**config.mk**
```make
export PLATFORM = sky130hd
export DESIGN_NAME = led_ring_pattern_generator_flat
export DESIGN_NICKNAME = d
export VERILOG_FILES = /design/src/hdl/lrp_pkg.sv /design/src/hdl/lrp_if.sv /design/src/hdl/lrp_remainder.sv /design/src/hdl/led_ring_pattern_generator.sv /design/src/flat_wrapper.sv
export SDC_FILE = /design/constraint.sdc
export NUM_CORES = 2
export LEC_CHECK = 0
export BUFFER_PORTS_ARGS = -buffer_cell sky130_fd_sc_hd__buf_4
export CELL_PAD_IN_SITES_DETAIL_PLACEMENT = 1
export CELL_PAD_IN_SITES_GLOBAL_PLACEMENT = 1
export CORE_MARGIN = 5
export CORE_UTILIZATION = 56
export DETAILED_ROUTE_END_ITERATION = 12
export GPL_TIMING_DRIVEN = 1
export PLACE_DENSITY_LB_ADDON = 0.08
export SLEW_MARGIN = 25
export SYNTH_ARGS = -nofsm -noshare
export SYNTH_HDL_FRONTEND = slang
export SYNTH_HIERARCHICAL = 1
export SYNTH_SLANG_ARGS = --single-unit
```
**constraint.sdc**
```tcl
create_clock -name clk -period 18.5 [get_ports clk]
set_clock_uncertainty 0.15 [all_clocks]
set_input_delay 0 -clock clk [delete_from_list [all_inputs] [get_ports clk]]
set_output_delay 0 -clock clk [all_outputs]
set_load 0.1 [all_outputs]
```
**src/hdl/lrp_pkg.sv**
```systemverilog
`timescale 1ns / 1ps

package lrp_pkg;

	localparam int LED_COUNT = 6;
	localparam int HEAD_W    = $clog2(LED_COUNT);

	localparam int MODE_W   = 4;
	localparam int TIME_W   = 32;
	localparam int COLOUR_W = 24;
	localparam int CHAN_W   = 8;

	localparam logic [MODE_W-1:0] MODE_BOOT     = 4'd0;
	localparam logic [MODE_W-1:0] MODE_ONBOARD  = 4'd1;
	localparam logic [MODE_W-1:0] MODE_IDLE     = 4'd2;
	localparam logic [MODE_W-1:0] MODE_LOADING  = 4'd3;
	localparam logic [MODE_W-1:0] MODE_PLAYING  = 4'd4;
	localparam logic [MODE_W-1:0] MODE_PAUSED   = 4'd5;
	localparam logic [MODE_W-1:0] MODE_LISTEN   = 4'd6;
	localparam logic [MODE_W-1:0] MODE_SPEAK    = 4'd7;
	localparam logic [MODE_W-1:0] MODE_ERROR    = 4'd8;
	localparam logic [MODE_W-1:0] MODE_NO_WIFI  = 4'd9;

	localparam int DIV_W    = 12;
	localparam int STEP_W   = 8;
	localparam int RECIP_W  = 24;
	localparam int W_W      = 11;
	localparam int PEAK_W   = 8;
	localparam int PROD2_W  = W_W + PEAK_W;
	localparam int HRECIP_W = 21;
	localparam int HSHIFT   = 29;

	localparam int STEP_BOOT  = 80;
	localparam int STEP_PLAY  = 120;
	localparam int STEP_SPEAK = 70;
	localparam int BLINK_MS   = 250;

	localparam int PERIOD_ONBOARD = 1200;
	localparam int PERIOD_IDLE    = 4000;
	localparam int PERIOD_LISTEN  = 900;
	localparam int PERIOD_NO_WIFI = 2000;

	localparam int PEAK_ONBOARD = 180;
	localparam int PEAK_IDLE    = 40;
	localparam int PEAK_LISTEN  = 200;
	localparam int PEAK_NO_WIFI = 150;

	localparam int DIV_BOOT  = LED_COUNT * STEP_BOOT;
	localparam int DIV_PLAY  = LED_COUNT * STEP_PLAY;
	localparam int DIV_SPEAK = LED_COUNT * STEP_SPEAK;
	localparam int DIV_ERROR = 2 * BLINK_MS;

	localparam logic [RECIP_W-1:0] RCP_BOOT    = RECIP_W'((64'd1 << TIME_W) / 64'(DIV_BOOT));
	localparam logic [RECIP_W-1:0] RCP_PLAY    = RECIP_W'((64'd1 << TIME_W) / 64'(DIV_PLAY));
	localparam logic [RECIP_W-1:0] RCP_SPEAK   = RECIP_W'((64'd1 << TIME_W) / 64'(DIV_SPEAK));
	localparam logic [RECIP_W-1:0] RCP_ERROR   = RECIP_W'((64'd1 << TIME_W) / 64'(DIV_ERROR));
	localparam logic [RECIP_W-1:0] RCP_ONBOARD =
		RECIP_W'((64'd1 << TIME_W) / 64'(PERIOD_ONBOARD));
	localparam logic [RECIP_W-1:0] RCP_IDLE    = RECIP_W'((64'd1 << TIME_W) / 64'(PERIOD_IDLE));
	localparam logic [RECIP_W-1:0] RCP_LISTEN  = RECIP_W'((64'd1 << TIME_W) / 64'(PERIOD_LISTEN));
	localparam logic [RECIP_W-1:0] RCP_NO_WIFI =
		RECIP_W'((64'd1 << TIME_W) / 64'(PERIOD_NO_WIFI));

	localparam int HALF_ONBOARD = PERIOD_ONBOARD / 2;
	localparam int HALF_IDLE    = PERIOD_IDLE / 2;
	localparam int HALF_LISTEN  = PERIOD_LISTEN / 2;
	localparam int HALF_NO_WIFI = PERIOD_NO_WIFI / 2;

	localparam logic [HRECIP_W-1:0] HRCP_ONBOARD =
		HRECIP_W'(((64'd1 << HSHIFT) + 64'(HALF_ONBOARD) - 64'd1) / 64'(HALF_ONBOARD));
	localparam logic [HRECIP_W-1:0] HRCP_IDLE =
		HRECIP_W'(((64'd1 << HSHIFT) + 64'(HALF_IDLE) - 64'd1) / 64'(HALF_IDLE));
	localparam logic [HRECIP_W-1:0] HRCP_LISTEN =
		HRECIP_W'(((64'd1 << HSHIFT) + 64'(HALF_LISTEN) - 64'd1) / 64'(HALF_LISTEN));
	localparam logic [HRECIP_W-1:0] HRCP_NO_WIFI =
		HRECIP_W'(((64'd1 << HSHIFT) + 64'(HALF_NO_WIFI) - 64'd1) / 64'(HALF_NO_WIFI));

	// ring period for chases, two half periods for the blink, full period for breaths
	function automatic logic [DIV_W-1:0] divisor_of(input logic [MODE_W-1:0] m);
		case (m)
			MODE_PLAYING: return DIV_W'(DIV_PLAY);
			MODE_SPEAK:   return DIV_W'(DIV_SPEAK);
			MODE_ERROR:   return DIV_W'(DIV_ERROR);
			MODE_ONBOARD: return DIV_W'(PERIOD_ONBOARD);
			MODE_IDLE:    return DIV_W'(PERIOD_IDLE);
			MODE_LISTEN:  return DIV_W'(PERIOD_LISTEN);
			MODE_NO_WIFI: return DIV_W'(PERIOD_NO_WIFI);
			default:      return DIV_W'(DIV_BOOT);
		endcase
	endfunction

	function automatic logic [RECIP_W-1:0] recip_of(input logic [MODE_W-1:0] m);
		case (m)
			MODE_PLAYING: return RCP_PLAY;
			MODE_SPEAK:   return RCP_SPEAK;
			MODE_ERROR:   return RCP_ERROR;
			MODE_ONBOARD: return RCP_ONBOARD;
			MODE_IDLE:    return RCP_IDLE;
			MODE_LISTEN:  return RCP_LISTEN;
			MODE_NO_WIFI: return RCP_NO_WIFI;
			default:      return RCP_BOOT;
		endcase
	endfunction

	function automatic logic [STEP_W-1:0] step_of(input logic [MODE_W-1:0] m);
		case (m)
			MODE_PLAYING: return STEP_W'(STEP_PLAY);
			MODE_SPEAK:   return STEP_W'(STEP_SPEAK);
			MODE_ERROR:   return STEP_W'(BLINK_MS);
			default:      return STEP_W'(STEP_BOOT);
		endcase
	endfunction

	function automatic logic [DIV_W-1:0] period_of(input logic [MODE_W-1:0] m);
		case (m)
			MODE_ONBOARD: return DIV_W'(PERIOD_ONBOARD);
			MODE_IDLE:    return DIV_W'(PERIOD_IDLE);
			MODE_LISTEN:  return DIV_W'(PERIOD_LISTEN);
			MODE_NO_WIFI: return DIV_W'(PERIOD_NO_WIFI);
			default:      return '0;
		endcase
	endfunction

	function automatic logic [PEAK_W-1:0] peak_of(input logic [MODE_W-1:0] m);
		case (m)
			MODE_ONBOARD: return PEAK_W'(PEAK_ONBOARD);
			MODE_IDLE:    return PEAK_W'(PEAK_IDLE);
			MODE_LISTEN:  return PEAK_W'(PEAK_LISTEN);
			MODE_NO_WIFI: return PEAK_W'(PEAK_NO_WIFI);
			default:      return '0;
		endcase
	endfunction

	function automatic logic [HRECIP_W-1:0] hrecip_of(input logic [MODE_W-1:0] m);
		case (m)
			MODE_ONBOARD: return HRCP_ONBOARD;
			MODE_IDLE:    return HRCP_IDLE;
			MODE_LISTEN:  return HRCP_LISTEN;
			MODE_NO_WIFI: return HRCP_NO_WIFI;
			default:      return '0;
		endcase
	endfunction

endpackage

```
**src/hdl/lrp_if.sv**
```systemverilog
`timescale 1ns / 1ps

interface lrp_req_if import lrp_pkg::*; ();
	logic                valid;
	logic                ready;
	logic [MODE_W-1:0]   mode;
	logic [TIME_W-1:0]   time_ms;

	modport source (output valid, mode, time_ms, input ready);
	modport sink   (input valid, mode, time_ms, output ready);
endinterface

interface lrp_rsp_if import lrp_pkg::*; ();
	logic                valid;
	logic                ready;
	logic [COLOUR_W-1:0] led0_color;
	logic [COLOUR_W-1:0] led1_color;
	logic [COLOUR_W-1:0] led2_color;
	logic [COLOUR_W-1:0] led3_color;
	logic [COLOUR_W-1:0] led4_color;
	logic [COLOUR_W-1:0] led5_color;

	modport source (output valid, led0_color, led1_color, led2_color, led3_color,
		led4_color, led5_color, input ready);
	modport sink   (input valid, led0_color, led1_color, led2_color, led3_color,
		led4_color, led5_color, output ready);
endinterface

```
**src/hdl/lrp_remainder.sv**
```systemverilog
`timescale 1ns / 1ps

module lrp_remainder import lrp_pkg::*; (
	input  logic              clk,
	input  logic              arst_n,
	lrp_req_if.sink           req,
	output logic              rem_valid,
	input  logic              rem_ready,
	output logic [MODE_W-1:0] rem_mode,
	output logic [DIV_W-1:0]  rem
);

	localparam int P1_W = TIME_W + RECIP_W;
	localparam int QD_W = RECIP_W + DIV_W;

	logic              vld_s1, vld_s2, vld_s3;
	logic              en_s1, en_s2, en_s3;

	logic [MODE_W-1:0]  mode_s1, mode_s2, mode_s3;
	logic [TIME_W-1:0]  t_s1, t_s2;
	logic [RECIP_W-1:0] q_s1;
	logic [TIME_W-1:0]  qd_s2;
	logic [DIV_W-1:0]   rem_s3;

	logic [P1_W-1:0]    prod1;
	logic [QD_W-1:0]    qd;
	logic [TIME_W-1:0]  diff, dv, rfix;

	assign en_s3 = !vld_s3 || rem_ready;
	assign en_s2 = !vld_s2 || en_s3;
	assign en_s1 = !vld_s1 || en_s2;
	assign req.ready = en_s1;

	// estimate quotient, low by at most one
	assign prod1 = P1_W'(req.time_ms) * P1_W'(recip_of(req.mode));
	assign qd    = QD_W'(q_s1) * QD_W'(divisor_of(mode_s1));

	assign diff = t_s2 - qd_s2;
	assign dv   = TIME_W'(divisor_of(mode_s2));
	assign rfix = (diff >= dv) ? diff - dv : diff;

	always_ff @(posedge clk or negedge arst_n) begin
		if (!arst_n) begin
			vld_s1 <= 1'b0;
			vld_s2 <= 1'b0;
			vld_s3 <= 1'b0;
		end else begin
			if (en_s1) vld_s1 <= req.valid;
			if (en_s2) vld_s2 <= vld_s1;
			if (en_s3) vld_s3 <= vld_s2;
		end
	end

	always_ff @(posedge clk) begin
		if (en_s1) begin
			mode_s1 <= req.mode;
			t_s1    <= req.time_ms;
			q_s1    <= prod1[TIME_W +: RECIP_W];
		end
		if (en_s2) begin
			mode_s2 <= mode_s1;
			t_s2    <= t_s1;
			qd_s2   <= qd[TIME_W-1:0];
		end
		if (en_s3) begin
			mode_s3 <= mode_s2;
			rem_s3  <= rfix[DIV_W-1:0];
		end
	end

	assign rem_valid = vld_s3;
	assign rem_mode  = mode_s3;
	assign rem       = rem_s3;

	a_rem_in_range: assert property (@(posedge clk) disable iff (!arst_n)
		vld_s3 |-> rem_s3 < divisor_of(mode_s3))
		else $error("remainder not below divisor");

	a_full_when_blocked: assert property (@(posedge clk) disable iff (!arst_n)
		!req.ready |-> vld_s1 && vld_s2 && vld_s3 && !rem_ready)
		else $error("input blocked with room in the pipeline");

endmodule

```
**src/hdl/led_ring_pattern_generator.sv**
```systemverilog
`timescale 1ns / 1ps

// channel | interface   | payload
// req     | lrp_req_if  | mode, time_ms
// rsp     | lrp_rsp_if  | led0_color .. led5_color
//
// one item per cycle unless rsp stalls; seven register stages from acceptance to result
// depth set by the reciprocal and divisor multiplies of the remainder and the breath scale
// reset clears the stage valid bits only
// each stage holds while the next is full, so empty stages close up under a stall

module led_ring_pattern_generator import lrp_pkg::*; (
	input  logic clk,
	input  logic arst_n,
	lrp_req_if.sink   req,
	lrp_rsp_if.source rsp
);

	localparam int P3_W        = PROD2_W + HRECIP_W;
	localparam int THIRD_MUL   = 171;
	localparam int THIRD_SHIFT = 9;
	localparam int THIRD_W     = 2 * CHAN_W;

	localparam logic [COLOUR_W-1:0] COL_WHITE      = 24'hFFFFFF;
	localparam logic [COLOUR_W-1:0] COL_GREY       = 24'h202020;
	localparam logic [COLOUR_W-1:0] COL_GREEN      = 24'h00FF00;
	localparam logic [COLOUR_W-1:0] COL_GREEN_DIM  = 24'h002000;
	localparam logic [COLOUR_W-1:0] COL_GREEN_HOLD = 24'h005000;
	localparam logic [COLOUR_W-1:0] COL_VIOLET     = 24'hC800FF;
	localparam logic [COLOUR_W-1:0] COL_VIOLET_DIM = 24'h280050;
	localparam logic [COLOUR_W-1:0] COL_RED        = 24'hFF0000;
	localparam logic [COLOUR_W-1:0] COL_OFF        = 24'h000000;

	logic              rem_valid, rem_ready;
	logic [MODE_W-1:0] rem_mode;
	logic [DIV_W-1:0]  rem;

	lrp_remainder u_rem (
		.clk       (clk),
		.arst_n    (arst_n),
		.req       (req),
		.rem_valid (rem_valid),
		.rem_ready (rem_ready),
		.rem_mode  (rem_mode),
		.rem       (rem)
	);

	logic vld_s4, vld_s5, vld_s6, vld_s7;
	logic en_s4, en_s5, en_s6, en_s7;

	logic [MODE_W-1:0]  mode_s4, mode_s5, mode_s6;
	logic [HEAD_W-1:0]  head_s4, head_s5, head_s6;
	logic [W_W-1:0]     w_s4;
	logic [PROD2_W-1:0] prod2_s5;
	logic [CHAN_W-1:0]  v_s6;
	logic [COLOUR_W-1:0] colour_s7 [LED_COUNT];

	logic [HEAD_W-1:0]   head;
	logic [DIV_W-1:0]    period, half;
	logic [W_W-1:0]      w;
	logic [PROD2_W-1:0]  prod2;
	logic [P3_W-1:0]     prod3;
	logic [THIRD_W-1:0]  third;
	logic [CHAN_W-1:0]   v_third;
	logic [COLOUR_W-1:0] colour [LED_COUNT];

	assign en_s7 = !vld_s7 || rsp.ready;
	assign en_s6 = !vld_s6 || en_s7;
	assign en_s5 = !vld_s5 || en_s6;
	assign en_s4 = !vld_s4 || en_s5;
	assign rem_ready = en_s4;

	// head position within the ring, or blink phase
	always_comb begin
		head = '0;
		for (int k = 1; k < LED_COUNT; k++) begin
			if (rem >= DIV_W'(k) * DIV_W'(step_of(rem_mode))) head = head + HEAD_W'(1);
		end
	end

	// triangle distance from the nearest end of the period
	assign period = period_of(rem_mode);
	assign half   = period >> 1;
	assign w      = (rem < half) ? rem[W_W-1:0] : W_W'(period - rem);

	assign prod2 = PROD2_W'(w_s4) * PROD2_W'(peak_of(mode_s4));
	assign prod3 = P3_W'(prod2_s5) * P3_W'(hrecip_of(mode_s5));

	assign third   = THIRD_W'(v_s6) * THIRD_W'(THIRD_MUL);
	assign v_third = CHAN_W'(third >> THIRD_SHIFT);

	always_comb begin
		logic [HEAD_W-1:0] lag;
		logic [CHAN_W-1:0] tail;
		for (int i = 0; i < LED_COUNT; i++) begin
			lag = (HEAD_W'(i) >= head_s6) ? HEAD_W'(i) - head_s6
				: HEAD_W'(i) + HEAD_W'(LED_COUNT) - head_s6;
			tail = 8'hFF >> lag;
			case (mode_s6)
				MODE_BOOT:    colour[i] = (HEAD_W'(i) == head_s6) ? COL_WHITE : COL_GREY;
				MODE_ONBOARD: colour[i] = {16'h0000, v_s6};
				MODE_IDLE:    colour[i] = {v_s6, 1'b0, v_s6[CHAN_W-1:1], 8'h00};
				MODE_LOADING: colour[i] = {tail, tail, tail};
				MODE_PLAYING: colour[i] = (HEAD_W'(i) == head_s6) ? COL_GREEN : COL_GREEN_DIM;
				MODE_PAUSED:  colour[i] = COL_GREEN_HOLD;
				MODE_LISTEN:  colour[i] = {1'b0, v_s6[CHAN_W-1:1], 8'h00, v_s6};
				MODE_SPEAK:   colour[i] = (HEAD_W'(i) == head_s6) ? COL_VIOLET : COL_VIOLET_DIM;
				MODE_ERROR:   colour[i] = head_s6[0] ? COL_RED : COL_OFF;
				MODE_NO_WIFI: colour[i] = {v_s6, v_third, 8'h00};
				default:      colour[i] = COL_OFF;
			endcase
		end
	end

	always_ff @(posedge clk or negedge arst_n) begin
		if (!arst_n) begin
			vld_s4 <= 1'b0;
			vld_s5 <= 1'b0;
			vld_s6 <= 1'b0;
			vld_s7 <= 1'b0;
		end else begin
			if (en_s4) vld_s4 <= rem_valid;
			if (en_s5) vld_s5 <= vld_s4;
			if (en_s6) vld_s6 <= vld_s5;
			if (en_s7) vld_s7 <= vld_s6;
		end
	end

	always_ff @(posedge clk) begin
		if (en_s4) begin
			mode_s4 <= rem_mode;
			head_s4 <= head;
			w_s4    <= w;
		end
		if (en_s5) begin
			mode_s5  <= mode_s4;
			head_s5  <= head_s4;
			prod2_s5 <= prod2;
		end
		if (en_s6) begin
			mode_s6 <= mode_s5;
			head_s6 <= head_s5;
			v_s6    <= prod3[HSHIFT +: CHAN_W];
		end
		if (en_s7) begin
			for (int i = 0; i < LED_COUNT; i++) colour_s7[i] <= colour[i];
		end
	end

	assign rsp.valid      = vld_s7;
	assign rsp.led0_color = colour_s7[0];
	assign rsp.led1_color = colour_s7[1];
	assign rsp.led2_color = colour_s7[2];
	assign rsp.led3_color = colour_s7[3];
	assign rsp.led4_color = colour_s7[4];
	assign rsp.led5_color = colour_s7[5];

	a_head_on_ring: assert property (@(posedge clk) disable iff (!arst_n)
		vld_s4 |-> head_s4 < HEAD_W'(LED_COUNT))
		else $error("chase head off the ring");

	a_breath_bound: assert property (@(posedge clk) disable iff (!arst_n)
		vld_s5 && (mode_s5 == MODE_ONBOARD || mode_s5 == MODE_IDLE ||
		mode_s5 == MODE_LISTEN || mode_s5 == MODE_NO_WIFI)
		|-> prod2_s5 <= PROD2_W'(period_of(mode_s5) >> 1) * PROD2_W'(peak_of(mode_s5)))
		else $error("breath product above half period times peak");

	a_blocked_only_on_stall: assert property (@(posedge clk) disable iff (!arst_n)
		!req.ready |-> rsp.valid && !rsp.ready)
		else $error("input blocked without an output stall");

endmodule

```
**src/flat_wrapper.sv**
```systemverilog
// flat-port wrapper written by rule: the top's interface ports become plain ports
module led_ring_pattern_generator_flat import lrp_pkg::*;
  (clk, arst_n, req_valid, req_mode, req_time_ms, req_ready, rsp_valid, rsp_led0_color, rsp_led1_color, rsp_led2_color, rsp_led3_color, rsp_led4_color, rsp_led5_color, rsp_ready);
  lrp_req_if req_i ();
  lrp_rsp_if rsp_i ();
  input  logic clk;
  input  logic arst_n;
  input wire logic [$bits(req_i.valid)-1:0] req_valid;
  input wire logic [$bits(req_i.mode)-1:0] req_mode;
  input wire logic [$bits(req_i.time_ms)-1:0] req_time_ms;
  output wire logic [$bits(req_i.ready)-1:0] req_ready;
  output wire logic [$bits(rsp_i.valid)-1:0] rsp_valid;
  output wire logic [$bits(rsp_i.led0_color)-1:0] rsp_led0_color;
  output wire logic [$bits(rsp_i.led1_color)-1:0] rsp_led1_color;
  output wire logic [$bits(rsp_i.led2_color)-1:0] rsp_led2_color;
  output wire logic [$bits(rsp_i.led3_color)-1:0] rsp_led3_color;
  output wire logic [$bits(rsp_i.led4_color)-1:0] rsp_led4_color;
  output wire logic [$bits(rsp_i.led5_color)-1:0] rsp_led5_color;
  input wire logic [$bits(rsp_i.ready)-1:0] rsp_ready;
  assign req_i.valid = req_valid;
  assign req_i.mode = req_mode;
  assign req_i.time_ms = req_time_ms;
  assign req_ready = req_i.ready;
  assign rsp_valid = rsp_i.valid;
  assign rsp_led0_color = rsp_i.led0_color;
  assign rsp_led1_color = rsp_i.led1_color;
  assign rsp_led2_color = rsp_i.led2_color;
  assign rsp_led3_color = rsp_i.led3_color;
  assign rsp_led4_color = rsp_i.led4_color;
  assign rsp_led5_color = rsp_i.led5_color;
  assign rsp_i.ready = rsp_ready;
  led_ring_pattern_generator u_core (.clk(clk), .arst_n(arst_n), .req(req_i), .rsp(rsp_i));
endmodule
```
Word level (Yosys, flattened, before mapping)

Memory sizes are Yosys's and may differ from the RTL's.
Cells that the tools add are included.
Widths: inputs -> output; s select.

Add/sub/neg operators: 15
Multipliers: 7
Order comparisons: 13
Equality and inequality tests: 50
Shift operators: 6
Multiplexer cells: 47
Reductions and logical operators: 16

Operators with widths:

| kind                 | number |
|---|---|
| $pmux 24 s10         | 6 |
| $mux 24              | 13 |
| $pmux 12 s7          | 2 |
| $pmux 24 s7          | 1 |
| $mux 16              | 6 |
| $pmux 21 s4          | 1 |
| $eq 4x3->1 const B   | 18 |
| $mul 32x24->56       | 1 |
| $eq 4x4->1 const B   | 12 |
| $pmux 12 s4          | 1 |
| $shr 8x3->8 const A  | 6 |
| $mul 19x21->37       | 1 |
| $eq 4x2->1 const B   | 8 |
| $ge 32x12->1         | 1 |
| $mul 24x12->32       | 1 |
| $pmux 8 s4           | 1 |
| $sub 32x32->32       | 1 |
| $mux 3               | 10 |
| $eq 4x1->1 const B   | 7 |
| $ge 12x10->1         | 2 |
| $pmux 8 s3           | 1 |
| $mul 11x8->19        | 1 |
| $mul 8x8->16 const B | 1 |
| $ge 12x11->1         | 1 |
| other kinds (25)     | 51 |

Register bits after elaboration: 210
Memory bits (writable): 144
Input port bits: 40
Output and inout bits: 146
Logic and storage cells: 179
Memories kept: 1

Memory list:

| name             | words | width | rd ports | clocked after memory_dff | wr ports | line                             | text |
|---|---|---|---|---|---|---|---|
| u_core.colour_s7 | 6     | 24    | 6        | 0                        | 6        | led_ring_pattern_generator.sv:56 | `logic [COLOUR_W-1:0] colour_s7 [LED_COUNT];` |

Depth between registers and ports, before layout

Depth after elaboration: 12
Depth in mapped cells: 30
Depth with buffers taken out: 28

Hierarchy

Netlist, hierarchy kept.

By module, submodules not included:

| module                     | instances | cells each | area each (µm²) | seq. area each (µm²) |
|---|---|---|---|---|
| lrp_remainder              | 1         | 3841       | 37020.5         | 4339.2 |
| led_ring_pattern_generator | 1         | 2309       | 23531.3         | 6165.9 |

Worst setup path before layout

Ideal clock, no wire load.

Path kind: input port to flip-flop
Start: in req_mode[0]
End: reg u_core.u_rem.q_s1[22], data pin
Setup time: 0.271 ns
Arrival time: 7.430 ns
Data required time: 18.079 ns
Path slack: 10.649 ns
Cell stages on the path: 28
Path buffers: 4
Path through: clkbuf_1 clkbuf_1 nor3b_1 clkbuf_1 clkbuf_1 nand2_1 nand2_1 fa_1 fa_1 inv_1 fa_1 fa_1 inv_1 fa_1 fa_1 inv_1 fa_1 inv_1 ha_1 a21o_1 a221oi_1 o211ai_1 a2bb2oi_1 nand3_1 a311oi_2 o31ai_2 a2111oi_0 nor3_1

Longest elaborated chain between the ends: 3
Elaborated cells between the ends (all ways): 9
Classes of those cells: mul (1); eq/ne (7); mux (1)

Ends and longest elaborated chain:

| what                               | line                | text |
|---|---|---|
| start, declared                    | flat_wrapper.sv:9   | `input wire logic [$bits(req_i.mode)-1:0] req_mode;` |
| $eq 4x4->1 (tied with other cells) | lrp_pkg.sv:93       | `case (m)` |
| $pmux 24 s7 *                      | lrp_pkg.sv:93       |  |
| $mul 32x24->56 *                   | lrp_remainder.sv:35 | `assign prod1 = P1_W'(req.time_ms) * P1_W'(recip_of(req.mode));` |
| via u_core.u_rem.prod1[54]         | lrp_remainder.sv:25 | `logic [P1_W-1:0] prod1;` |
| end signal, assigned               | lrp_remainder.sv:58 | `q_s1 <= prod1[TIME_W +: RECIP_W];` |
| end, declared                      | lrp_remainder.sv:21 | `logic [RECIP_W-1:0] q_s1;` |

Mark *: on every way through the listed nets, which the timed path passes. The rest lies on a longest branch.
A chain may end at the register's enable or synchronous reset.

Worst setup path in the final report

Start: in req_mode[3]
End: reg u_core.u_rem.q_s1[22], data pin

The elaborated chain is that of the path after synthesis.

==> metrics.csv <==
stage,metric,value,unit
run_status,run_status,finished clean,
worst_setup_path,cp_max_fo,32,
worst_setup_path,crit_path_end_kind,flop,
cells_and_area,multiInputGateArea,43900,sq um
yosys,synth_area,60600,sq um
grt,grt_max_degree,77,
grt,overflow,0,
routing,vias,45000,
worst_setup_path,r2r_cells,25,
hold_path,hold_depth,3,
routing,drc,0,
yosys,yosys.area.top_type_share,37.3,%
clock_network,cts_sinks,351,
yosys,yosys_warnings,6,
clock_network,cts_setup_buffers,0,
clock_network,clk_pin_slew,0.06,ns
worst_setup_path,worst_ep_required_time,18.68,ns
worst_setup_path,arrival,9.97,ns
yosys,synthTopCellsByCount,"inv_1 (1444), fa_1 (1127), nand2_1 (672)",
grt,grt_antenna_before_repair,5,
timing,final-setup-viol-count,0,
clock_network,clock_path_buffers,3,
timing,timing.final.crit_share,52.9,%
yosys,yosysSeqAreaShare,17.3,%
cells_and_area,drive_gt1_share,6.42,%
yosys,yosys_register_bits,351,
worst_setup_path,path_class,in -> reg,
yosys,synthTopCellsByArea,"fa_1 (37%), edfxtp_1 (17%), ha_1 (12%)",
clock_network,cts_tree,built,
timing,finalSetupTns,0,ns
yosys,synth_cells,6150,
clock_network,hold_buffers,40,
placed_design,pre_cts_ws,8.96,ns
yosys,synth_edf_count,344,
yosys,synth.largest_area_cell,fa_1,
yosys,synth_fp_nets,7914,
timing,worst_slack,8.71,ns
clock_network,htreeDepth,2,
floorplanning,fp.dieW,339,um
clock_network,cts-root-buf,clkbuf_16,
placed_design,dp.final_hpwl,152000,um
floorplanning,pin_count,186,
routing,ant_nets,0,
timing,tightest_slew,1.13,ns
timing,slew_headroom,24.5,%
cells_and_area,final_nets,8025,
worst_setup_path,crit_path_start_kind,input port,
floorplanning,initial_utilization,56.5,%
routing,first_iter_violations,3361,
floorplanning,die_area,115000,sq um
clock_network,cts-resized-gates,0,
timing,max_freq,102,MHz
yosys,synth_cell_type_count,105,
floorplanning,core-area,107000,sq um
clock_network,cts_inserted_buffers,43,
timing,hold_viol,0,
cells_and_area,ff_latch_area,10500,sq um
clock_network,clk_latency,0.60,ns
yosys,syn_area_per_cell,9.85,sq um
grt,globalRouteTotalUtil,33.8,%
job,cap_violations,0,
floorplanning,fp-row-count,120,
cells_and_area,fin_util,60.8,%
yosys,ys.flop_type,edfxtp_1,
timing,fin_crit,9.79,ns
routing,via_per_inst,5.85,
routing,wl,193000,um
placed_design,gp_congestion,0.948,
timing,rsz0062_at_grt,false,
grt,grt_pass1_vias,51400,
cells_and_area,fillers,11800,
yosys,yosysMostFrequentCell,inv_1,
grt,grt_first_pass_wirelength,300000,um
floorplanning,chipHeight,339,um
placed_design,io_buffers,185,
hold_path,min_path_type,in -> reg,
yosys,synthArstFlopShare,1.99,%
routing,first_pass_iters,5,
cells_and_area,area_growth,7.61,%
routing,wl_per_cell,25.1,um
timing,finalMaxSlewViolations,0,
layout make-up:
class	instances	area share, %
Multi-Input combinational cell	4143	67.4
Sequential cell	351	16.1
Inverter	1447	8.34
Timing Repair Buffer	275	3.32
Tap cell	1403	2.69
Clock buffer	55	1.74
Clock inverter	20	0.373
Antenna cell	2	0.00768
critical path, cell delays in order:
cell and delay, ns:
dlygate4sd3_1 0.57, buf_4 0.23, nor2_1 0.73, nand2_1 0.27, nand2_2 0.77, nand2_1 0.17, fa_1 0.54, inv_1 0.05
fa_1 0.49, inv_1 0.06, fa_1 0.51, fa_1 0.51, inv_1 0.05, fa_1 0.49, fa_1 0.50, inv_1 0.05
fa_1 0.48, inv_1 0.04, ha_1 0.32, a21o_1 0.18, a221oi_1 0.44, o211ai_1 0.19, a2bb2oi_1 0.51, nand3_1 0.22
a311oi_2 0.70, o31ai_2 0.28, a2111oi_0 0.45, nor3_1 0.11
final timing paths:
check | from | end | slack (ns)
worst max-delay path | req_mode[3] | u_core/u_rem/q_s1[22] | 8.71
worst min-delay path | req_valid | u_core/u_rem/vld_s1 | 0.16
worst max register to register | u_core/mode_s5[2] | u_core/v_s6[6] | 9.77
worst min register to register | u_core/u_rem/t_s1[21] | u_core/u_rem/t_s2[21] | 0.25
max in group asynchronous | arst_n | u_core/u_rem/vld_s1 | 17.39
min in group asynchronous | arst_n | u_core/u_rem/rem_valid | 0.38
routing by layer:
metal	routed length, um	GRT usage (%)
met3	14400	5.74
met2	95100	58.4
met4	9810	13.8
met5	0	0
met1	74000	42.4
sequential cells by signal (all words and copies together) (netlist names), 4 cells and up:
| signal | count |
|---|---|
| u_core/colour_s7 | 144 |
| u_core/mode_s4 | 4 |
| u_core/mode_s5 | 4 |
| u_core/mode_s6 | 4 |
| u_core/prod2_s5 | 18 |
| u_core/u_rem/mode_s1 | 4 |
| u_core/u_rem/mode_s2 | 4 |
| u_core/u_rem/q_s1 | 24 |
| u_core/u_rem/qd_s2 | 30 |
| u_core/u_rem/rem | 12 |
| u_core/u_rem/rem_mode | 4 |
| u_core/u_rem/t_s1 | 32 |
| u_core/u_rem/t_s2 | 32 |
| u_core/v_s6 | 8 |
| u_core/w_s4 | 11 |
layout by cell type, fill, tap and decap left out, drive strengths merged, types with 17 or more instances in the layout:
cell type,synthesis,final
inv,1444,1447
fa,1127,1127
nand2,672,672
ha,597,597
and2,453,453
edfxtp,344,344
buf,10,235
nor2,157,157
a21oi,147,147
xnor2,104,104
nand3,101,101
o21ai,101,101
and3,84,84
nor2b,67,67
clkbuf,199,55
nor3,53,53
a21o,51,51
nand2b,50,50
dlygate4sd3,0,40
xor2,40,40
or2,29,29
o21a,27,27
nand4,26,26
o211ai,21,21
a31oi,17,17
stage by stage:
stage               instances  hold WS (ns)  instance area [sq um]
floorplan                6150        -0.446                  60600
global placement         7578        -0.306                  63400
detailed placement       7578        -0.301                  63400
CTS                      7693        0.0925                  65100
global route             7694         0.135                  65200
finish                   7696         0.160                  65200
cells by family (layout without fill, tap and decap cells):
| family | count (synthesis) | count (layout) | share of synthesized area [%] |
|---|---|---|---|
| AO/OA/AOI/OAI | 503 | 503 | 5.66 |
| XOR/XNOR | 145 | 145 | 2.12 |
| adder cells (fa/ha/maj) | 1724 | 1724 | 49.6 |
| buffers and inverters | 1656 | 1797 | 10.3 |
| flip-flops | 351 | 351 | 17.3 |
| multiplexers | 19 | 19 | 0.368 |
| other | 0 | 2 | 0 |
| AND/OR/NAND/NOR | 1752 | 1752 | 14.6 |
Power is left out: the tool's default activity adds up to more than one toggle a clock period on the data nets, which glitch-free logic cannot reach.
